==> src/hw/rtl/tcd_pkg.sv <==
// Shared types and constants for the periodic down-counter timer.
// Request/response payloads, register and operation codes, step unit result.
// No dependencies.
`timescale 1ns / 1ps
`default_nettype none

package tcd_pkg;

    localparam int WORD_W = 32;
    localparam int TICK_W = 16;

    // operation codes
    localparam logic [1:0] OP_READ  = 2'd0;
    localparam logic [1:0] OP_WRITE = 2'd1;
    localparam logic [1:0] OP_TICK  = 2'd2;

    // bus register map
    localparam logic [3:0] REG_TICKS_LO = 4'd0;
    localparam logic [3:0] REG_TICKS_HI = 4'd1;
    localparam logic [3:0] REG_GCFG     = 4'd2;
    localparam logic [3:0] REG_TCFG     = 4'd3;
    localparam logic [3:0] REG_STATE    = 4'd4;
    localparam logic [3:0] REG_BUF      = 4'd5;
    localparam logic [3:0] REG_BUF2     = 4'd6;
    localparam logic [3:0] REG_VALUE    = 4'd7;
    localparam logic [3:0] REG_LATCH    = 4'd8;
    localparam logic [3:0] REG_STATUS   = 4'd9;
    localparam logic [3:0] REG_ACK      = 4'd10;

    // configuration register indexes and reset values
    localparam logic [1:0] CFG_START  = 2'd0;
    localparam logic [1:0] CFG_UPDATE = 2'd1;
    localparam logic [1:0] CFG_EXPIRY = 2'd2;

    localparam logic [WORD_W-1:0] START_MASK_RST  = 32'd1;
    localparam logic [WORD_W-1:0] UPDATE_MASK_RST = 32'd2;
    localparam logic [WORD_W-1:0] EXPIRY_BITS_RST = 32'd1;

    typedef struct packed {
        logic [1:0]        operation;
        logic [3:0]        register_index;
        logic [WORD_W-1:0] write_data;
        logic [TICK_W-1:0] tick_count;
    } tcd_req_t;

    typedef struct packed {
        logic [WORD_W-1:0] read_data;
        logic              irq_pending;
    } tcd_rsp_t;

    // result of stepping the down-counter by one tick
    typedef struct packed {
        logic [WORD_W-1:0] live_next;
        logic              expire;
        logic              stop;
    } tcd_step_t;

    // sequencer -> register file controls
    typedef struct packed {
        logic bus_wr;
        logic tick_add;
        logic step_en;
    } tcd_ctrl_t;

    // register file -> sequencer status
    typedef struct packed {
        logic start_active;
        logic irq_pending;
        logic step_stop;
    } tcd_stat_t;

endpackage

`default_nettype wire

==> src/hw/rtl/tcd_tick_step.sv <==
// One-tick step of the reloading down-counter: reload, decrement, zero compare.
// Depends on tcd_pkg.
`timescale 1ns / 1ps
`default_nettype none

module tcd_tick_step (
    input  wire logic [tcd_pkg::WORD_W-1:0] live_count,
    input  wire logic [tcd_pkg::WORD_W-1:0] count_buffer,
    output tcd_pkg::tcd_step_t              step
);
    import tcd_pkg::*;

    logic [WORD_W-1:0] start_val;
    logic [WORD_W-1:0] dec_val;

    // an empty counter reloads first; an empty buffer stops counting
    assign start_val = (live_count == '0) ? count_buffer : live_count;
    assign dec_val   = start_val - WORD_W'(1);

    always_comb begin
        step.stop      = (start_val == '0);
        step.expire    = !step.stop && (dec_val == '0);
        step.live_next = step.stop ? live_count : (step.expire ? count_buffer : dec_val);
    end

endmodule

`default_nettype wire

==> src/hw/rtl/tcd_regfile.sv <==
// Timer register file: bus read mux, bus writes, free-running tick counter,
// and down-counter updates from the shared step unit. Depends on tcd_pkg,
// tcd_tick_step.
`timescale 1ns / 1ps
`default_nettype none

module tcd_regfile (
    input  wire logic                       aclk,
    input  wire logic                       aresetn,
    input  wire tcd_pkg::tcd_ctrl_t         ctrl,
    input  wire logic [3:0]                 reg_index,
    input  wire logic [tcd_pkg::WORD_W-1:0] wr_data,
    input  wire logic [tcd_pkg::TICK_W-1:0] tick_add_val,
    input  wire logic [tcd_pkg::WORD_W-1:0] start_mask,
    input  wire logic [tcd_pkg::WORD_W-1:0] update_mask,
    input  wire logic [tcd_pkg::WORD_W-1:0] expiry_bits,
    output logic      [tcd_pkg::WORD_W-1:0] rd_data,
    output tcd_pkg::tcd_stat_t              stat
);
    import tcd_pkg::*;

    logic [2*WORD_W-1:0] ticks_reg;
    logic [WORD_W-1:0]   gcfg_reg;
    logic [WORD_W-1:0]   tcfg_reg;
    logic [WORD_W-1:0]   tstate_reg;
    logic [WORD_W-1:0]   buf_reg;
    logic [WORD_W-1:0]   buf2_reg;
    logic [WORD_W-1:0]   live_reg;
    logic [WORD_W-1:0]   latch_reg;
    tcd_step_t           step;

    tcd_tick_step u_step (
        .live_count   (live_reg),
        .count_buffer (buf_reg),
        .step         (step)
    );

    // bus read mux
    always_comb begin
        unique case (reg_index)
            REG_TICKS_LO: rd_data = ticks_reg[WORD_W-1:0];
            REG_TICKS_HI: rd_data = ticks_reg[2*WORD_W-1:WORD_W];
            REG_GCFG:     rd_data = gcfg_reg;
            REG_TCFG:     rd_data = tcfg_reg;
            REG_STATE:    rd_data = tstate_reg;
            REG_BUF:      rd_data = buf_reg;
            REG_BUF2:     rd_data = buf2_reg;
            REG_VALUE:    rd_data = live_reg;
            REG_LATCH:    rd_data = latch_reg;
            REG_STATUS:   rd_data = latch_reg;
            default:      rd_data = '0;
        endcase
    end

    always_comb begin
        stat.start_active = ((tstate_reg & start_mask) != '0);
        stat.irq_pending  = (latch_reg != '0);
        stat.step_stop    = step.stop;
    end

    // state updates: one bus write, one batch add or one tick step per cycle
    always_ff @(posedge aclk) begin
        if (!aresetn) begin
            ticks_reg  <= '0;
            gcfg_reg   <= '0;
            tcfg_reg   <= '0;
            tstate_reg <= '0;
            buf_reg    <= '0;
            buf2_reg   <= '0;
            live_reg   <= '0;
            latch_reg  <= '0;
        end else begin
            if (ctrl.bus_wr) begin
                unique case (reg_index)
                    REG_GCFG: gcfg_reg <= wr_data;
                    REG_TCFG: tcfg_reg <= wr_data;
                    REG_STATE: begin
                        tstate_reg <= wr_data;
                        if ((wr_data & update_mask) != '0) begin
                            live_reg <= buf_reg;
                        end
                    end
                    REG_BUF: begin
                        buf_reg  <= wr_data;
                        live_reg <= wr_data;
                    end
                    REG_BUF2:            buf2_reg  <= wr_data;
                    REG_LATCH, REG_ACK:  latch_reg <= latch_reg & ~wr_data;
                    REG_STATUS:          latch_reg <= '0;
                    default: ;
                endcase
            end
            if (ctrl.tick_add) begin
                ticks_reg <= ticks_reg + (2*WORD_W)'(tick_add_val);
            end
            if (ctrl.step_en) begin
                live_reg <= step.live_next;
                if (step.expire) begin
                    latch_reg <= latch_reg | expiry_bits;
                end
            end
        end
    end

endmodule

`default_nettype wire

==> src/hw/rtl/timer_counter_decrementer_regs_top.sv <==
// Top level of the periodic down-counter timer: request/response handshake,
// configuration registers and the tick sequencer. Depends on tcd_pkg,
// tcd_regfile.
`timescale 1ns / 1ps
`default_nettype none

// A request is taken when s_valid and s_ready are high and is answered by one
// response. A bus read or write goes to the done state. A tick batch of n ticks
// runs in the tick state while counting is enabled, as the single
// decrement/compare unit steps the down-counter one tick per cycle; it ends early
// once the counter is stopped by an empty count buffer, and goes to the done state
// at once when counting is disabled or n is zero. Only the low TICK_BATCH_BITS
// bits of tick_count are used. s_ready is high only between requests; a new
// request may be taken while the previous response waits in the output register.
module timer_counter_decrementer_regs_top #(
    parameter int TICK_BATCH_BITS = 16
) (
    input  wire logic                       aclk,
    input  wire logic                       aresetn,
    input  wire logic                       cfg_wr_en,
    input  wire logic [1:0]                 cfg_index,
    input  wire logic [tcd_pkg::WORD_W-1:0] cfg_wdata,
    input  wire logic                       s_valid,
    output logic                            s_ready,
    input  wire tcd_pkg::tcd_req_t          s_data,
    output logic                            m_valid,
    input  wire logic                       m_ready,
    output tcd_pkg::tcd_rsp_t               m_data
);
    import tcd_pkg::*;

    localparam int CNT_W = (TICK_BATCH_BITS < TICK_W) ? TICK_BATCH_BITS : TICK_W;

    localparam logic [1:0] ST_IDLE = 2'd0;
    localparam logic [1:0] ST_TICK = 2'd1;
    localparam logic [1:0] ST_DONE = 2'd2;

    logic [1:0]        state_reg, state_next;
    logic [CNT_W-1:0]  rem_reg, rem_next;
    logic [WORD_W-1:0] rd_reg, rd_next;
    logic              m_valid_reg, m_valid_next;
    tcd_rsp_t          m_data_reg, m_data_next;
    logic [WORD_W-1:0] start_mask_reg, update_mask_reg, expiry_bits_reg;

    logic              accept;
    logic              out_free;
    logic [CNT_W-1:0]  tick_masked;
    logic [WORD_W-1:0] bus_rd;
    tcd_ctrl_t         ctrl;
    tcd_stat_t         stat;

    assign s_ready     = (state_reg == ST_IDLE);
    assign accept      = s_valid && s_ready;
    assign out_free    = !m_valid_reg || m_ready;
    assign tick_masked = s_data.tick_count[CNT_W-1:0];
    assign m_valid     = m_valid_reg;
    assign m_data      = m_data_reg;

    // configuration registers
    always_ff @(posedge aclk) begin
        if (!aresetn) begin
            start_mask_reg  <= START_MASK_RST;
            update_mask_reg <= UPDATE_MASK_RST;
            expiry_bits_reg <= EXPIRY_BITS_RST;
        end else if (cfg_wr_en) begin
            unique case (cfg_index)
                CFG_START:  start_mask_reg  <= cfg_wdata;
                CFG_UPDATE: update_mask_reg <= cfg_wdata;
                CFG_EXPIRY: expiry_bits_reg <= cfg_wdata;
                default: ;
            endcase
        end
    end

    tcd_regfile u_regs (
        .aclk         (aclk),
        .aresetn      (aresetn),
        .ctrl         (ctrl),
        .reg_index    (s_data.register_index),
        .wr_data      (s_data.write_data),
        .tick_add_val (TICK_W'(tick_masked)),
        .start_mask   (start_mask_reg),
        .update_mask  (update_mask_reg),
        .expiry_bits  (expiry_bits_reg),
        .rd_data      (bus_rd),
        .stat         (stat)
    );

    // sequencer
    always_comb begin
        state_next   = state_reg;
        rem_next     = rem_reg;
        rd_next      = rd_reg;
        m_valid_next = m_valid_reg && !m_ready;
        m_data_next  = m_data_reg;
        ctrl         = '0;

        unique case (state_reg)
            ST_IDLE: begin
                if (accept) begin
                    ctrl.bus_wr   = (s_data.operation == OP_WRITE);
                    ctrl.tick_add = (s_data.operation == OP_TICK);
                    rd_next       = (s_data.operation == OP_READ) ? bus_rd : '0;
                    rem_next      = tick_masked;
                    if ((s_data.operation == OP_TICK) && stat.start_active
                        && (tick_masked != '0)) begin
                        state_next = ST_TICK;
                    end else begin
                        state_next = ST_DONE;
                    end
                end
            end
            ST_TICK: begin
                ctrl.step_en = 1'b1;
                rem_next     = rem_reg - CNT_W'(1);
                if (stat.step_stop || (rem_reg == CNT_W'(1))) begin
                    state_next = ST_DONE;
                end
            end
            ST_DONE: begin
                if (out_free) begin
                    m_valid_next            = 1'b1;
                    m_data_next.read_data   = rd_reg;
                    m_data_next.irq_pending = stat.irq_pending;
                    state_next              = ST_IDLE;
                end
            end
            default: state_next = ST_IDLE;
        endcase
    end

    always_ff @(posedge aclk) begin
        if (!aresetn) begin
            state_reg   <= ST_IDLE;
            m_valid_reg <= 1'b0;
        end else begin
            state_reg   <= state_next;
            m_valid_reg <= m_valid_next;
        end
    end

    // payload registers
    always_ff @(posedge aclk) begin
        rem_reg    <= rem_next;
        rd_reg     <= rd_next;
        m_data_reg <= m_data_next;
    end

    // the tick loop never runs with nothing left to count
    a_tick_rem: assert property (@(posedge aclk) disable iff (!aresetn)
        (state_reg == ST_TICK) |-> (rem_reg != '0))
        else $error("tick loop running with zero remaining ticks");

    // an enabled nonzero batch enters the tick loop
    a_tick_enter: assert property (@(posedge aclk) disable iff (!aresetn)
        (accept && (s_data.operation == OP_TICK) && stat.start_active
         && (tick_masked != '0)) |=> (state_reg == ST_TICK))
        else $error("tick batch did not enter the tick loop");

    // a response is issued with the latch state left by its request
    a_rsp_irq: assert property (@(posedge aclk) disable iff (!aresetn)
        ((state_reg == ST_DONE) && out_free)
        |=> (m_valid && (m_data.irq_pending == stat.irq_pending)))
        else $error("response irq_pending does not match the latch");

endmodule

`default_nettype wire

==> config.mk <==
export PLATFORM = sky130hd
export DESIGN_NAME = timer_counter_decrementer_regs_top
export DESIGN_NICKNAME = d
export VERILOG_FILES = /design/src/hw/rtl/tcd_pkg.sv /design/src/hw/rtl/tcd_tick_step.sv /design/src/hw/rtl/tcd_regfile.sv /design/src/hw/rtl/timer_counter_decrementer_regs_top.sv
export SDC_FILE = /design/constraint.sdc
export NUM_CORES = 1
export LEC_CHECK = 0
export ABC_AREA = 1
export BUFFER_PORTS_ARGS = -buffer_cell sky130_fd_sc_hd__buf_2
export CAP_MARGIN = 20
export CORE_MARGIN = 4
export CORE_UTILIZATION = 53
export CTS_BUF_LIST = sky130_fd_sc_hd__clkbuf_2
export DETAILED_ROUTE_END_ITERATION = 8
export GPL_TIMING_DRIVEN = 0
export PLACE_DENSITY = 0.7
export SLEW_MARGIN = 10
export SYNTH_ARGS = -nofsm -noshare
export SYNTH_HDL_FRONTEND = slang
export SYNTH_HIERARCHICAL = 1
export SYNTH_SLANG_ARGS = --single-unit
==> constraint.sdc <==
create_clock -name aclk -period 4.8 [get_ports aclk]
set_input_delay 0.48 -clock aclk [delete_from_list [all_inputs] [get_ports aclk]]
set_output_delay 0.48 -clock aclk [all_outputs]
set_load 0.05 [all_outputs]
==> results.cfg <==
[timing]
maxSlewViolCount = 0
fmax_ghz = 0.220
skew_ns = 0.111
period_needed_ns = 4.54
period_share_pct = 94.6
worst_slew_pin_slew_ns = 1.06
setup_viol = 0
holdWs_ns = 0.0911
hold_viol = 0
worst_slew_margin_rel_pct = 28.8

[logic_synthesis]
yosysWarnings = 6
syn_avg_cell_area_um2 = 6.96
synth_top_area_cell = dfxtp_1
synth_fp_nets = 3789
netlist_area_um2 = 25600
yosysUniqueCellTypes = 53
synth.area.top_cells = dfxtp_1 30%, nand2_1 10%, edfxtp_1 9.5%
synth_ff_type = dfxtp_1
ys_seq_elements = 468
synthCells = 3674
yosysSeqAreaShare_pct = 39.8
synth_edf_count = 81
async_flop_share_pct = 0
synth_top_area_share_pct = 30.3

[layout]
drive_gt1_share_pct = 13.6
largest_reg_flops = 64
final_cells = 4770
final_nets = 4173
num-fill-cells = 4509
fin_util_pct = 61.9
area_growth_pct = 15.5

[drt]
ant_nets = 0
routed_wl_mm = 107
avgRoutedWirePerCell_um = 22.4
via_per_inst = 5.84
drt-met1-wl_mm = 43.0
first_pass_iters = 6
vias = 27870
drc = 0
wl_met3_mm = 13.6
first_iter_violations = 3853
wl_met2_mm = 42.5
dr.max_layer_used = met5

[critical_path]
r2r_start = u_regs/live_reg[19]
r2r_end = u_regs/latch_reg[27]
crit_path_start_kind = register
slowest_stage = dfxtp_1
end_kind = register
critPathCapture = u_regs/latch_reg[27]
crit_type = reg2reg
worstPathRequired_ns = 5.85
crit_top_cell = nand2_1
cp_top_family = simple AND/OR/NAND/NOR gates
max_stage_delay_ns = 0.56
critPathMaxFanout = 10
r2r_slack_ns = 0.26
critPathLaunch = u_regs/live_reg[19]
worstPathCellList = nor2_1, nand2_1, nor2_1, nand2_2, nor2_8, buf_12, a21oi_2, ha_1, inv_1, nor2_1, nand2_1, nor2_2, nand3_1, nand2_1, nand2_1, nor2_1, nand2_2, nor4_1, clkbuf_2, nand2_1, buf_1, o21a_1, a221oi_1
cp.depth = 23
r2r_cells = 23
crit_arrival_ns = 5.59
crit_buf_inv = 4

[min_path]
hold_path_depth = 4
min_from = cfg_wdata[14]
min-delay-path-class = in2reg

[global_route]
grt_start_max_net_pins = 24
grt_usage_pct = 40.1
antenna_found_initial = 6
grt-ovfl-total = 0
grt_pass1_wl_mm = 155
grt_pass1_vias = 25302

[floorplanning]
initial_core_util_pct = 53.6
die_area_um2 = 51800
die_w_um = 228
ios = 128
num_rows = 80
coreArea_um2 = 47700
die_h_um = 228

[clock_tree]
insertion_delay_ns = 1.24
cts_sinks = 468
cts_setup_buffers = 0
root_buffer = clkbuf_2
clk_path_buf_depth = 3
htree_levels = 3
cts_buffers = 118
cts_tree = yes
clk_pin_slew_ns = 0.11

[power_and_ir_drop]
peakVddDrop_mv = 0.229
leakagePower_nw = 12.7
p_per_area_nw_per_um2 = 307

[placed_design]
dp.cells = 4417
place.gp.congestion = 1.07
numPortBuffers = 126
dp_hpwl_mm = 79.0

[run]
drv_cap = 0

[outcome]
status = complete, no violations
cell families after synthesis:
logic type	after synthesis	synth area share [%]
buffers and inverters	646	10.7
xor gates and xnor gates	30	1.09
and+or+nand+nor	1623	27.7
DFF	468	39.8
AOI/OAI and AO/OA	885	19.6
adders and majority gates	22	1.11
power by group:
part | internal (mW) | switching, mW | leakage [nW]
Combinational | 0.633 | 1.38 | 7.92
Clock | 1.14 | 1.74 | 0.831
Sequential | 4.11 | 0.0680 | 3.92
Total | 5.88 | 3.19 | 12.7
area by class of cell:
class / instances / area (µm²) / share of cell area [%]
Clock inverter: 39 / 248 / 0.839
Multi-Input combinational cell: 2560 / 12700 / 42.9
Clock buffer: 173 / 866 / 2.93
Tap cell: 615 / 769 / 2.60
Buffer: 189 / 1020 / 3.45
Inverter: 457 / 1720 / 5.83
Antenna cell: 5 / 12.5 / 0.0424
Sequential cell: 468 / 10200 / 34.5
Timing Repair Buffer: 264 / 2050 / 6.93
repair_timing:
| action | 4_1_cts | 5_1_grt |
|---|---|---|
| endpoints found under the setup margin | 0 | 30 |
| hold buffers | 136 | 0 |
| gates resized for setup | 0 | 13 |
| hold endpoints to repair | 395 | 0 |
worst min path at each step:
stage,endpoint,slack (ns)
after floorplan,m_data[10],0.40
after global placement,m_data[25],0.40
after detailed placement,m_data[11],0.40
after CTS,start_mask_reg[15],0.03
after global routing,start_mask_reg[8],0.05
final,start_mask_reg[14],0.09
placed cells by master, fill, tap and decap left out, types with 8 or more instances in the layout:
| cell | Yosys | final |
|---|---|---|
| edfxtp_1 | 81 | 81 |
| nor4_1 | 22 | 22 |
| a221oi_1 | 52 | 52 |
| o21ai_0 | 345 | 345 |
| clkbuf_2 | 3 | 180 |
| clkbuf_1 | 88 | 84 |
| a21oi_2 | 36 | 36 |
| nor3_1 | 34 | 34 |
| o21a_1 | 34 | 34 |
| nand4_1 | 40 | 40 |
| dfxtp_1 | 387 | 382 |
| buf_4 | 10 | 10 |
| inv_1 | 443 | 443 |
| buf_2 | 61 | 187 |
| nor2_2 | 20 | 20 |
| buf_1 | 8 | 8 |
| dlygate4sd3_1 | 0 | 136 |
| nand3_1 | 204 | 204 |
| nor2_4 | 11 | 13 |
| a21oi_1 | 284 | 284 |
| buf_6 | 14 | 14 |
| nand2_1 | 688 | 688 |
| o21ai_1 | 30 | 30 |
| nand3_2 | 25 | 25 |
| inv_2 | 10 | 10 |
| ha_1 | 21 | 21 |
| xor2_1 | 27 | 27 |
| nand2_2 | 24 | 24 |
| o22ai_1 | 87 | 87 |
| clkinv_1 | 1 | 30 |
| nor2_1 | 527 | 525 |
cell usage after synthesis, types with 20 or more instances:
cell type / count
buf_2: 61
a21oi_1: 284
nand2_2: 24
nand4_1: 40
nand2_1: 688
nor3_1: 34
o21a_1: 34
dfxtp_1: 387
nand3_2: 25
o21ai_0: 345
inv_1: 443
clkbuf_1: 88
nor2_1: 527
o22ai_1: 87
nand3_1: 204
a21oi_2: 36
nor2_2: 20
o21ai_1: 30
xor2_1: 27
ha_1: 21
a221oi_1: 52
edfxtp_1: 81
nor4_1: 22
tightest hold or removal path: cells and delay by family:
kind / cells / cell delay, ns
buf+inv: 2 / 0.65
simple gates: 2 / 0.16
metal layers:
layer  vias up  GRT usage, %
met2      1825          56.5
met5         -             0
met4         2          24.5
met3       385          11.1
li1      12960             -
met1     12698          54.5
stage by stage:
stage          power (mW)  setup TNS (ns)  setup slack, ns  instance area, µm²
2_1_floorplan        5.53               0             1.36               25600
3_3_place_gp         6.10          -12.54           -0.288               27000
3_5_place_dp         6.12               0            0.240               27000
4_1_cts              8.99               0            0.214               29500
5_1_grt              9.45         -0.0869          -0.0211               29500
6_report             9.07               0            0.257               29500
Note: power is estimated with default switching activity, not from simulation.
